**config.mk**
```make
export PLATFORM = sky130hd
export DESIGN_NAME = cnalu_cell
export DESIGN_NICKNAME = d
export VERILOG_FILES = /design/src/cnalu_pkg.sv /design/src/cnalu_cell.sv
export SDC_FILE = /design/constraint.sdc
export NUM_CORES = 1
export LEC_CHECK = 0
export BUFFER_PORTS_ARGS = -buffer_cell sky130_fd_sc_hd__buf_2
export CAP_MARGIN = 20
export CELL_PAD_IN_SITES_DETAIL_PLACEMENT = 1
export CELL_PAD_IN_SITES_GLOBAL_PLACEMENT = 1
export CORE_MARGIN = 2
export CORE_UTILIZATION = 42
export DETAILED_ROUTE_END_ITERATION = 12
export HOLD_SLACK_MARGIN = 0.05
export PLACE_DENSITY = 0.85
export SLEW_MARGIN = 20
export SYNTH_ARGS = -nofsm -noshare
export SYNTH_HDL_FRONTEND = slang
export SYNTH_SLANG_ARGS = --single-unit
```
**constraint.sdc**
```tcl
create_clock -name clk_i -period 1.4 [get_ports clk_i]
set_input_delay 0.42 -clock clk_i [delete_from_list [all_inputs] [get_ports clk_i]]
set_output_delay 0.42 -clock clk_i [all_outputs]
set_load 0.005 [all_outputs]
```
**src/cnalu_pkg.sv**
```systemverilog
// Package of the complex number ALU: operation codes, compare codes and
// the control word that travels with each item. No dependencies.
package cnalu_pkg;

  typedef enum logic [2:0] {
    OP_ADD  = 3'd0,
    OP_SUB  = 3'd1,
    OP_MUL  = 3'd2,
    OP_DIV  = 3'd3,
    OP_MAG  = 3'd4,
    OP_CMP  = 3'd5,
    OP_RCMP = 3'd6
  } op_e;

  localparam logic [1:0] ORD_GT = 2'b01;
  localparam logic [1:0] ORD_EQ = 2'b00;
  localparam logic [1:0] ORD_LT = 2'b11;

  typedef struct packed {
    op_e        op;
    logic [1:0] ord;
    logic       dz;
    logic       neg_re;
    logic       neg_im;
    logic       ovf_re;
    logic       ovf_im;
  } ctrl_t;

endpackage

```
**src/cnalu_cell.sv**
```systemverilog
// One cell of the divide/root chain: settles quotient bit K of both
// lanes and root bit K, then hands the item on. Depends on cnalu_pkg.
module cnalu_cell #(
  parameter int DW = 16,
  parameter int FB = 8,
  parameter int K  = 0
) (
  input  logic               clk_i,
  input  logic               rst_ni,
  input  logic               en_i,
  input  logic               valid_i,
  input  cnalu_pkg::ctrl_t   ctrl_i,
  input  logic [2*DW+FB-1:0] rem_re_i,
  input  logic [2*DW+FB-1:0] rem_im_i,
  input  logic [DW-1:0]      q_re_i,
  input  logic [DW-1:0]      q_im_i,
  input  logic [2*DW-1:0]    div_i,
  input  logic [2*DW-1:0]    sq_i,
  input  logic [DW-1:0]      root_i,
  output logic               valid_o,
  output cnalu_pkg::ctrl_t   ctrl_o,
  output logic [2*DW+FB-1:0] rem_re_o,
  output logic [2*DW+FB-1:0] rem_im_o,
  output logic [DW-1:0]      q_re_o,
  output logic [DW-1:0]      q_im_o,
  output logic [2*DW-1:0]    div_o,
  output logic [2*DW-1:0]    sq_o,
  output logic [DW-1:0]      root_o
);
  localparam int PW = 2 * DW;
  localparam int NW = 2 * DW + FB;
  localparam int WW = 3 * DW + FB;
  localparam int SW = 2 * DW + 1;

  logic [WW-1:0]   dk;
  logic [SW-1:0]   trial;
  logic [NW-1:0]   rre_d, rim_d;
  logic [DW-1:0]   qre_d, qim_d, root_d;
  logic [PW-1:0]   sq_d;
  logic            is_div;

  always_comb begin
    is_div = (ctrl_i.op == cnalu_pkg::OP_DIV);
    dk     = WW'(div_i) << K;
    rre_d  = rem_re_i;
    rim_d  = rem_im_i;
    qre_d  = q_re_i;
    qim_d  = q_im_i;
    if (is_div && (WW'(rem_re_i) >= dk)) begin
      rre_d = NW'(WW'(rem_re_i) - dk);
      qre_d = q_re_i | (DW'(1) << K);
    end
    if (is_div && (WW'(rem_im_i) >= dk)) begin
      rim_d = NW'(WW'(rem_im_i) - dk);
      qim_d = q_im_i | (DW'(1) << K);
    end
    // restoring square root: try (root + 2^K)^2 against the remainder
    trial  = (SW'(root_i) << (K + 1)) + (SW'(1) << (2 * K));
    sq_d   = sq_i;
    root_d = root_i;
    if (SW'(sq_i) >= trial) begin
      sq_d   = PW'(SW'(sq_i) - trial);
      root_d = root_i | (DW'(1) << K);
    end
  end

  always_ff @(posedge clk_i or negedge rst_ni) begin
    if (!rst_ni) begin
      valid_o <= 1'b0;
    end else if (en_i) begin
      valid_o <= valid_i;
    end
  end

  always_ff @(posedge clk_i) begin
    if (en_i) begin
      ctrl_o   <= ctrl_i;
      rem_re_o <= rre_d;
      rem_im_o <= rim_d;
      q_re_o   <= qre_d;
      q_im_o   <= qim_d;
      div_o    <= div_i;
      sq_o     <= sq_d;
      root_o   <= root_d;
    end
  end

endmodule

```
==> run metrics, run 1 <==
CTS Buf Count 24; Top FF cell, synth edfxtp_1; Synth Area in Compound Gates 0.1811; synth unique cells 82; Die H 175.4 um; Synth area leader edfxtp_1; Stop stage clock tree synthesis; Synth Cell Area 12340 um2; die width 175.4 um; H-tree depth 1; xor-xnor portion of the synthesized cell area 0.06743; post-synthesis sequential area ratio 0.4936; port bufs 408; Simple-Gate Fraction of Synth Area 0.1260; clk sink count 203; clk buf depth 3; Post-CTS Setup Repair Bufs 59; # rows 62; status aborted with a tool error; main combinational cell family by area after synthesis compound AO/OA/AOI/OAI gates; Synthesis Warnings 0; Avg Cell Area, Syn 10.69 um2; CTS-repair resized insts 322; Post-Place Cells 2255; detailed placer's ending HPWL 41890 um; synthesized instance count 1154; # IOs 409; Yosys top cell area share 0.4916; top post-synthesis cells by area edfxtp_1, ha_1, nand2_1; ys async rst share 0.004926; dpl cell area 18030 um2; cell with the most instances after synthesis edfxtp_1; number of synthesized flops with an enable pin 202; gpl congestion 0.9394; adder-cell share of the synthesized area 0.08700; mux share of post-synthesis cell area 0.009025; CTS root buf clkbuf_16; syn nets 1444; Commonest cells post-synth edfxtp_1, nand2_1, o21ai_0, a21oi_1, ha_1; stop err [ERROR DPL-0033] detailed placement checks failed during check placement.; Initial Util 0.4287; Hold-fix buffers, CTS 11; Yosys reg bits 203
[cell families after synthesis]
group                    count (synthesis)
adder cells (fa/ha/maj)                 84
multiplexers                            10
AO/OA/AOI/OAI                          343
flip-flops                             203
AND/OR/NAND/NOR                        317
XOR/XNOR                                95
buffers and inverters                  102
[stage by stage]
step	setup TNS, ns	setup slack, ns
floorplan	-128.58	-1.400
global placement	-169.96	-1.731
detailed placement	-179.30	-2.046
==> run 2, diff against run 1 <==
CELL_PAD_IN_SITES_DETAIL_PLACEMENT = not set   (was 1)
CELL_PAD_IN_SITES_GLOBAL_PLACEMENT = not set   (was 1)
CORE_UTILIZATION = 40   (was 42)
HOLD_SLACK_MARGIN = not set   (was 0.05)
PLACE_DENSITY = not set   (was 0.85)
PLACE_DENSITY_LB_ADDON = 0.15   (was not set)
==> run metrics, run 2 <==
status finished, violations left; failing checks setup timing; Yosys reg bits 203 (unchanged); Switching Power 5.782 mW; fillcell total 2243; Crit. Startpoint rem_im_i[0]; initial antenna violation count 3; die width 179.6 um (+2.4%); clk buf depth 3 (unchanged); vias in the first global route 12519; Synthesis Warnings 0 (unchanged); Overflow after GRT 0; CP Class input port to flip-flop; worst skew pair latency 0.52 ns; Avg Cell Area, Syn 10.69 um2 (unchanged); Post-Place Cells 2283 (+1.2%); Worst slew margin 0.6174; via count 12450; drt via density 5.225; Regs by FF count rem_im_o (40), rem_re_o (40); Yosys top cell area share 0.4916 (unchanged); Clock transition at path regs 0.06 ns; top post-synthesis cells by area edfxtp_1, ha_1, nand2_1; LEAKAGE 9.437 nW; clk sink count 203 (unchanged); initial drt markers 790; Period minus WS final 2.560 ns; ys async rst share 0.004926 (unchanged); CTS root buf clkbuf_16; cell with the most instances after synthesis edfxtp_1; Min-Delay Endpoint ctrl_o[6]; commonest cells after routing, fill and taps aside buf_2, buf_4, edfxtp_1; min-delay src ctrl_i[6]; Max-Cap Viols 0; gpl congestion 0.9147 (-2.6%); number of setup violations in the final report 318; Critical R2R Launch valid_o; layout cells sized above 1 0.5824; # IOs 409 (unchanged); Synth Cell Area 12340 um2 (unchanged); syn nets 1444 (unchanged); Slew @ Worst Pin 0.5686 ns; clock power share 0.330; final net count 2258; pin count of the biggest net entering global routing 24; Core ar. 30510 um2; Startpoint Class input port; adder-cell share of the synthesized area 0.08700 (unchanged); Synth area leader edfxtp_1; CP Capture Type flip-flop; final worst slack -1.160 ns; xor-xnor portion of the synthesized cell area 0.06743 (unchanged); Register Area 6091 um2; final slew viol count 0; first-pass detailed-route iteration total 5; main combinational cell family by area after synthesis compound AO/OA/AOI/OAI gates; H-tree depth 1 (unchanged); detailed placer's ending HPWL 33080 um (-21%); most common cell after layout, fill and taps aside buf_2; average wire per standard cell 18.55 um; Initial Util 0.4044 (-0.02430); Worst Path Required 1.68 ns; global-route wire length before repair 65900 um; Die H 179.6 um (+2.4%); Worst VDD drop 936.7 uV; Net Sw Frac 0.2830; arrival time at the worst endpoint 2.84 ns; Pwr Total 20.43 mW; CTS tree done; # rows 64 (+3.2%); Area Growth Syn to Fin 72.30%; port bufs 408 (unchanged); synth unique cells 82 (unchanged); CP Max Fanout 5; die area 32270 um2; Reg2Reg Depth 1; Simple-Gate Fraction of Synth Area 0.1260 (unchanged); Commonest cells post-synth edfxtp_1, nand2_1, o21ai_0, a21oi_1, ha_1; Worst R2R End valid_o; Top FF cell, synth edfxtp_1; Layout Skew 0 ns; fin cells 2383; Fin. Hold Viols 0; number of synthesized flops with an enable pin 202 (unchanged); combinational cell fraction of total power 0.303; Tightest Hold Check Type input port to flip-flop; final wirelength 44210 um; Max Freq 0.3906 GHz; sequential power share 0.367; worst hold path stage count 1; Synth Area in Compound Gates 0.1811 (unchanged); synthesized instance count 1154 (unchanged); mux share of post-synthesis cell area 0.009025 (unchanged); number of routed nets with antenna violations 0; power density cells 960.8 nW/um2; RSZ-0062 raised after global routing true; GRT Util Overall 0.2538; Int Power 14.65 mW; crit share post-route 1.829; R2R Setup Slk 0.64 ns; post-synthesis sequential area ratio 0.4936 (unchanged); CTS Buf Count 24 (unchanged); area occupied by multi-input gates 7569 um2; # DRC 0
[run 2: cell counts after synthesis]
No cell type changed its count.
[run 2: worst max-delay path by stage]
stage,to,cells after the start,slack [ns]
final,rem_im_o[1],14,-1.16
after global routing,rem_im_o[35],12,-1.26
after CTS,rem_im_o[35],15,-1.12
after detailed placement,rem_im_o[39],15,-1.76
after global placement,rem_im_o[35],15,-1.73
after floorplan,rem_im_o[1],11,-1.40
[run 2: power groups by stage]
stage / clock [mW] / combinational [mW] / sequential (mW)
after floorplan: 0 / 2.35 / 7.71
after global placement: 0 / 5.19 / 7.62
after detailed placement: 0 / 5.23 / 7.62
after CTS: 6.88 / 5.71 / 7.51
after global routing: 7.11 / 6.65 / 7.55
final: 6.74 / 6.19 / 7.50
[run 2: layer usage]
metal	vias to the layer above	track usage	share of wire
met5	-	0	0.00027
met4	2	0.08033	0.029
met3	75	0.04660	0.056
met2	431	0.4493	0.51
met1	5970	0.3130	0.40
li1	5972	-	-
[run 2: stage by stage]
| step | setup TNS [ns] | cell area (um2) | utilization | setup slack [ns] | hold WS (ns) |
|---|---|---|---|---|---|
| final | -111.83 | 21260 | 0.6969 | -1.160 | 0.06845 |
| after global routing | -128.58 | 21260 | 0.6969 | -1.264 | 0.05041 |
| after CTS | -114.20 | 20440 | 0.6700 | -1.124 | 0.04834 |
| after detailed placement | -166.82 | 18250 | 0.5983 | -1.756 | 0.1965 |
| after global placement | -164.88 | 18250 | 0.5983 | -1.726 | 0.1956 |
| after floorplan | -128.58 | 13130 | - | -1.400 | 0.1244 |
[run 2: area by class of cell]
type	count	share of cell area
clock buffers	30	0.03172
flip-flops and latches	203	0.2865
diodes	2	0.0002354
multi-input cells	849	0.3560
repair buffers	816	0.2762
inverters	74	0.01730
well taps	396	0.02331
clock inverters	13	0.008710
[run 2: worst max-delay path: stages]
cell      delay (ns)
buf_12          0.11
inv_12          0.04
ha_4            0.12
inv_2           0.03
fa_2            0.34
a211oi_2        0.24
o211ai_1        0.14
a221oi_2        0.23
buf_4           0.16
a211oi_4        0.08
o21a_2          0.26
nor2_4          0.18
buf_12          0.16
mux2_4          0.30
[run 2: logic make-up after synthesis]
logic type	after synthesis
AO/OA/AOI/OAI	343
AND/OR/NAND/NOR	317
flip-flops	203
buffers and inverters	102
XOR/XNOR	95
adder cells (fa/ha/maj)	84
multiplexers	10
[run 2: what timing repair did]
item	4_1_cts	5_1_grt
setup buffers	33	22
setup endpoints to repair	318	318
hold buffers	1	0
pin swaps	86	66
hold endpoints to repair	1	0
cloned	6	3
resized for setup	218	160
(Power assumes the default switching activity.)
