===== config.mk =====
export PLATFORM = sky130hd
export DESIGN_NAME = cnalu_back_flat
export DESIGN_NICKNAME = d
export VERILOG_FILES = /design/src/cnalu_pkg.sv /design/src/cnalu_if.sv /design/src/cnalu_back.sv /design/src/flat_wrapper.sv
export SDC_FILE = /design/constraint.sdc
export NUM_CORES = 1
export LEC_CHECK = 0
export BUFFER_PORTS_ARGS = -buffer_cell sky130_fd_sc_hd__buf_2
export CAP_MARGIN = 5
export CORE_UTILIZATION = 45
export DETAILED_ROUTE_END_ITERATION = 8
export HOLD_SLACK_MARGIN = 0.06
export PLACE_DENSITY = 0.81
export SKIP_LAST_GASP = 1
export SYNTH_ARGS = -nofsm -noshare
export SYNTH_HDL_FRONTEND = slang
export SYNTH_SLANG_ARGS = --single-unit

===== constraint.sdc =====
create_clock -name clk_i -period 2.05 [get_ports clk_i]
set_clock_uncertainty 0.05 [all_clocks]
set_input_delay 0.1025 -clock clk_i [delete_from_list [all_inputs] [get_ports clk_i]]
set_output_delay 0.1025 -clock clk_i [all_outputs]
set_load 0.005 [all_outputs]

===== src/cnalu_pkg.sv =====
// Package of the complex number ALU: operation codes, compare codes and
// the control word that travels with each item. No dependencies.
package cnalu_pkg;

  typedef enum logic [2:0] {
    OP_ADD  = 3'd0,
    OP_SUB  = 3'd1,
    OP_MUL  = 3'd2,
    OP_DIV  = 3'd3,
    OP_MAG  = 3'd4,
    OP_CMP  = 3'd5,
    OP_RCMP = 3'd6
  } op_e;

  localparam logic [1:0] ORD_GT = 2'b01;
  localparam logic [1:0] ORD_EQ = 2'b00;
  localparam logic [1:0] ORD_LT = 2'b11;

  typedef struct packed {
    op_e        op;
    logic [1:0] ord;
    logic       dz;
    logic       neg_re;
    logic       neg_im;
    logic       ovf_re;
    logic       ovf_im;
  } ctrl_t;

endpackage


===== src/cnalu_if.sv =====


interface cnalu_out_if #(parameter int DW = 16);
  logic                 valid;
  logic                 ready;
  logic signed [DW-1:0] res_real;
  logic signed [DW-1:0] res_imag;
  logic signed [1:0]    order;
  logic                 saturated;
  logic                 divide_by_zero;
  modport source (output valid, res_real, res_imag, order, saturated, divide_by_zero,
                  input ready);
  modport sink (input valid, res_real, res_imag, order, saturated, divide_by_zero,
                output ready);
endinterface


===== src/cnalu_back.sv =====
// Back end of the complex number ALU: picks the result per operation,
// saturates it and holds it in the output register. Depends on cnalu_pkg
// and cnalu_out_if.
module cnalu_back #(
  parameter int DW = 16,
  parameter int FB = 8
) (
  input  logic               clk_i,
  input  logic               rst_ni,
  input  logic               valid_i,
  input  cnalu_pkg::ctrl_t   ctrl_i,
  input  logic [2*DW+FB-1:0] rem_re_i,
  input  logic [2*DW+FB-1:0] rem_im_i,
  input  logic [DW-1:0]      q_re_i,
  input  logic [DW-1:0]      q_im_i,
  input  logic [DW-1:0]      root_i,
  output logic               en_o,
  cnalu_out_if.source        out_o
);
  localparam int NW = 2 * DW + FB;
  localparam logic [NW-1:0] MaxMag = {{(NW-DW+1){1'b0}}, {(DW-1){1'b1}}};
  localparam logic [NW-1:0] MinMag = MaxMag + NW'(1);

  // returns {saturated, value}
  function automatic logic [DW:0] clampf(input logic [NW-1:0] m, input logic neg,
                                         input logic big);
    logic [DW:0] r;
    if (!neg) begin
      if (big || (m > MaxMag)) r = {1'b1, MaxMag[DW-1:0]};
      else                     r = {1'b0, m[DW-1:0]};
    end else begin
      if (big || (m > MinMag)) r = {1'b1, MinMag[DW-1:0]};
      else                     r = {1'b0, DW'(NW'(0) - m)};
    end
    return r;
  endfunction

  logic [NW-1:0] m_re, m_im;
  logic          n_re, n_im, b_re, b_im;
  logic [DW:0]   c_re, c_im;

  always_comb begin
    m_re = '0;
    m_im = '0;
    n_re = 1'b0;
    n_im = 1'b0;
    b_re = 1'b0;
    b_im = 1'b0;
    case (ctrl_i.op)
      cnalu_pkg::OP_ADD, cnalu_pkg::OP_SUB, cnalu_pkg::OP_MUL: begin
        m_re = rem_re_i;
        m_im = rem_im_i;
        n_re = ctrl_i.neg_re;
        n_im = ctrl_i.neg_im;
      end
      cnalu_pkg::OP_DIV: begin
        // a zero divisor yields zero with no saturation
        if (!ctrl_i.dz) begin
          m_re = NW'(q_re_i);
          m_im = NW'(q_im_i);
          n_re = ctrl_i.neg_re;
          n_im = ctrl_i.neg_im;
          b_re = ctrl_i.ovf_re;
          b_im = ctrl_i.ovf_im;
        end
      end
      cnalu_pkg::OP_MAG: begin
        m_re = NW'(root_i);
      end
      default: begin
        m_re = '0;
      end
    endcase
    c_re = clampf(m_re, n_re, b_re);
    c_im = clampf(m_im, n_im, b_im);
  end

  logic valid_q;

  assign en_o        = !valid_q || out_o.ready;
  assign out_o.valid = valid_q;

  always_ff @(posedge clk_i or negedge rst_ni) begin
    if (!rst_ni) begin
      valid_q <= 1'b0;
    end else if (en_o) begin
      valid_q <= valid_i;
    end
  end

  always_ff @(posedge clk_i) begin
    if (en_o) begin
      out_o.res_real       <= c_re[DW-1:0];
      out_o.res_imag       <= c_im[DW-1:0];
      out_o.order          <= ctrl_i.ord;
      out_o.saturated      <= c_re[DW] | c_im[DW];
      out_o.divide_by_zero <= ctrl_i.dz;
    end
  end

endmodule


===== src/flat_wrapper.sv =====
// flat-port wrapper written by rule: the top's interface ports become plain ports
module cnalu_back_flat 
#(
  parameter int DW = 16,
  parameter int FB = 8
)
  (clk_i, rst_ni, valid_i, ctrl_i, rem_re_i, rem_im_i, q_re_i, q_im_i, root_i, en_o, out_o_valid, out_o_res_real, out_o_res_imag, out_o_order, out_o_saturated, out_o_divide_by_zero, out_o_ready);
  cnalu_out_if #(.DW(DW)) out_o_i ();
  input  logic clk_i;
  input  logic rst_ni;
  input  logic valid_i;
  input  cnalu_pkg::ctrl_t ctrl_i;
  input  logic [2*DW+FB-1:0] rem_re_i;
  input  logic [2*DW+FB-1:0] rem_im_i;
  input  logic [DW-1:0] q_re_i;
  input  logic [DW-1:0] q_im_i;
  input  logic [DW-1:0] root_i;
  output logic en_o;
  output wire logic [$bits(out_o_i.valid)-1:0] out_o_valid;
  output wire logic [$bits(out_o_i.res_real)-1:0] out_o_res_real;
  output wire logic [$bits(out_o_i.res_imag)-1:0] out_o_res_imag;
  output wire logic [$bits(out_o_i.order)-1:0] out_o_order;
  output wire logic [$bits(out_o_i.saturated)-1:0] out_o_saturated;
  output wire logic [$bits(out_o_i.divide_by_zero)-1:0] out_o_divide_by_zero;
  input wire logic [$bits(out_o_i.ready)-1:0] out_o_ready;
  assign out_o_valid = out_o_i.valid;
  assign out_o_res_real = out_o_i.res_real;
  assign out_o_res_imag = out_o_i.res_imag;
  assign out_o_order = out_o_i.order;
  assign out_o_saturated = out_o_i.saturated;
  assign out_o_divide_by_zero = out_o_i.divide_by_zero;
  assign out_o_i.ready = out_o_ready;
  cnalu_back #(.DW(DW), .FB(FB)) u_core (.clk_i(clk_i), .rst_ni(rst_ni), .valid_i(valid_i), .ctrl_i(ctrl_i), .rem_re_i(rem_re_i), .rem_im_i(rem_im_i), .q_re_i(q_re_i), .q_im_i(q_im_i), .root_i(root_i), .en_o(en_o), .out_o(out_o_i));
endmodule

==> run_results.csv <==
group,metric,value,unit
sta,setup_viol_count_final,14,
cells_and_area,antenna_cells,0,
global_routing,grt_max_degree,39,
status,status,"finished with violations",
sta,hold_violations,0,
sta,fmax,448,MHz
sta,worstMarginPinSlew,483,ps
route,wirelength,12900,um
clock_tree,cts.htree.levels,2,
cells_and_area,nFillCells,456,
status,violations,"setup timing",
cells_and_area,final_cell_mix,"buf_2, buf_4, edfxtp_1, nand2_1, o21ai_0",
clock_tree,cts.reportedPaths.clkPinSlew,80,ps
sta,drv_slew,0,
placement,io_buffer_count,179,
global_routing,grt_pass1_vias,4214,
clock_tree,cts-root-buf,"clkbuf_8",
sta,min_period,2230,ps
cells_and_area,fin_nets,797,
route,initialDrtViolationCount,306,
floorplanning,die_area,7540,um2
logic_synthesis,syn_inst,374,
route,wl_per_cell,17.2,um
placement,dp_hpwl,10000,um
route,ant_nets,0,
setup_path,required,2120,ps
setup_path,worstReg2RegStart,"u_core.out_o.valid",
cells_and_area,fin_cells,750,
setup_path,cp_max_fo,6,
setup_path,cp.arrival,2300,ps
pwr,power_density,523,nW/um2
placement,place_ws,-631,ps
clock_tree,clk_latency,290,ps
floorplanning,initial_core_util,47.1,%
placement,gp_congestion,0.913,
global_routing,grt_usage,35.0,%
worst_hold_path,hp-start,"ctrl_i[4]",
global_routing,grt_pass1_wl,20300,um
floorplanning,dieHeight,86.8,um
sta,slew-limit-headroom,67.8,%
setup_path,ff2ff_path_depth,2,
clock_tree,cts_tree,"done",
floorplanning,die_x,86.8,um
logic_synthesis,ys_ff_latch,37,
cells_and_area,fin_util,80.8,%
logic_synthesis,synth_cell_type_count,58,
logic_synthesis,ys_seq_area_share,34.2,%
cells_and_area,area_growth,71.4,%
placement,dp_cells,729,
floorplanning,coreArea,6870,um2
sta,period_share,109,%
sta,worst_hold_slack,256,ps
setup_path,cp-start-kind,"input port",
cells_and_area,finalInstanceArea,5550,um2
logic_synthesis,syn-cell-area,3240,um2
clock_tree,clock_path_buffers,2,
setup_path,worst_setup_path_end_kind,"flip-flop",
cells_and_area,drive_above_1_share,55.4,%
cells_and_area,layout_commonest_cell,"buf_2",
worst_hold_path,whs_endpoint,"u_core.out_o.divide_by_zero",
setup_path,critPathKind,"input port to flip-flop",
sta,setup_tns,-1950,ps
setup_path,reg2reg_setup_slack,780,ps
route,viasPerCell,5.80,
sta,rsz0062_at_grt,"true",
global_routing,antenna_found_initial,0,
logic_synthesis,yosys_warnings,0,
logic_synthesis,synth_edf_count,36,
clock_tree,cts_made_buffers,5,
setup_path,r2r_end,"u_core.out_o.res_real[14]",
placement,placed_cell_area,5050,um2
floorplanning,row_count,30,
route,dr.pass1.iters,5,
global_routing,grt_overflow,0,
logic_synthesis,postSynthAreaPerCell,8.65,um2
logic_synthesis,synth_nets,518,
flow_run,drv_cap,0,
logic_synthesis,ys.flop_type,"edfxtp_1",
route,drc,0,
logic_synthesis,async_reset_ff_share,2.70,%
sta,fin_ws,-182,ps
pwr,leakage,2.45,nW
pwr,max-vdd-ir-drop,0.247,mV
pwr,total_power,2.90,mW
worst_hold_path,min_path_type,"input port to flip-flop",
route,routed-via-count,4350,
clock_tree,cts_sinks,37,
floorplanning,ios,180,
worst_hold_path,hold_depth,3,
[repair_timing]
| action | 4_1_cts | 5_1_grt |
|---|---|---|
| setup buffers | 7 | 3 |
| resized for setup | 31 | 17 |
| hold buffers | 5 | 0 |
| setup endpoints to repair | 19 | 28 |
| pin swaps | 11 | 8 |
| hold endpoints to repair | 4 | 0 |
[registers in the layout (all words and copies together), names as in the netlist]
register / cells
u_core.out_o.valid: 1
u_core.out_o.res_real: 16
u_core.out_o.saturated: 1
u_core.out_o.res_imag: 16
u_core.out_o.divide_by_zero: 1
u_core.out_o.order: 2
[area by class of cell]
| type | instances | area, um2 | share of cell area, % |
|---|---|---|---|
| inverter | 6 | 22.5 | 0.406 |
| clock buffer | 5 | 68.8 | 1.24 |
| timing repair buffer | 300 | 1880 | 34.0 |
| clock inverter | 3 | 68.8 | 1.24 |
| sequential | 37 | 1110 | 19.9 |
| tap | 96 | 120 | 2.16 |
| multi-input combinational | 303 | 2280 | 41.1 |
[logic make-up (layout without fill, tap and decap cells)]
group	Yosys count	in the layout	share of synthesized area [%]
AOI/OAI and AO/OA	134	134	29.1
xor gates and xnor gates	4	4	1.08
adders and majority gates	2	2	0.773
buffers and inverters	34	314	5.02
DFF	37	37	34.2
muxes	6	6	1.86
and+or+nand+nor	157	157	28.0
[how the worst max path moves through the flow]
| stage | endpoint | cells past startpoint | start |
|---|---|---|---|
| after floorplan | u_core.out_o.saturated | 8 | ctrl_i[8] |
| after global placement | u_core.out_o.res_real[15] | 8 | ctrl_i[8] |
| after detailed placement | u_core.out_o.saturated | 9 | ctrl_i[7] |
| after CTS | u_core.out_o.saturated | 10 | ctrl_i[7] |
| after global routing | u_core.out_o.res_real[13] | 12 | ctrl_i[7] |
| final | u_core.out_o.res_real[2] | 10 | ctrl_i[7] |
[per-layer routing]
metal	GRT usage, %	wire [um]	vias to the layer above
met5	0	0	-
met4	12.7	340	0
met3	5.62	950	37
met2	59.0	6170	246
met1	45.2	5420	2028
li1	-	-	2039
[power breakdown]
group / internal, mW / total, mW / leakage (nW) / switching (mW)
Combinational: 0.588 / 1.17 / 2.02 / 0.580
Clock: 0.490 / 0.777 / 0.0687 / 0.287
Sequential: 0.940 / 0.960 / 0.361 / 0.0204
[critical path, cell delays in order]
cell and delay, ps:
buf_6 100, nor4bb_4 170, buf_4 140, a221o_1 360
or4_4 560, o31ai_4 280, buf_4 160, a21oi_4 90
buf_4 150, a211oi_2 170
[synthesized netlist by cell type (all sizes together), types with 2 or more instances]
cell / count / area, um2
a221oi: 11 / 96.3
o31ai: 2 / 28.8
a21oi: 25 / 133
xnor2: 4 / 35.0
a31oi: 8 / 50.1
o21ai: 38 / 190
nor3b: 10 / 75.1
a221o: 4 / 40.0
nand4b: 5 / 43.8
nor4bb: 10 / 100
and2: 6 / 37.5
a21bo: 5 / 50.1
inv: 6 / 22.5
clkbuf: 13 / 48.8
a211oi: 11 / 87.6
or4: 2 / 15.0
nand2b: 8 / 50.1
nor4: 14 / 87.6
buf: 15 / 91.3
nand3: 10 / 50.1
nor2: 17 / 63.8
o22ai: 3 / 18.8
and3: 3 / 18.8
a22o: 3 / 26.3
nand3b: 6 / 45.0
or3: 4 / 25.0
nand4: 5 / 37.5
a22oi: 8 / 60.1
a311oi: 2 / 23.8
nand2: 31 / 116
edfxtp: 36 / 1080
ha: 2 / 25.0
a21o: 2 / 15.0
mux2i: 6 / 60.1
o21a: 3 / 22.5
nor2b: 6 / 37.5
nor3: 19 / 95.1
Power figures use the tool's default switching activity.
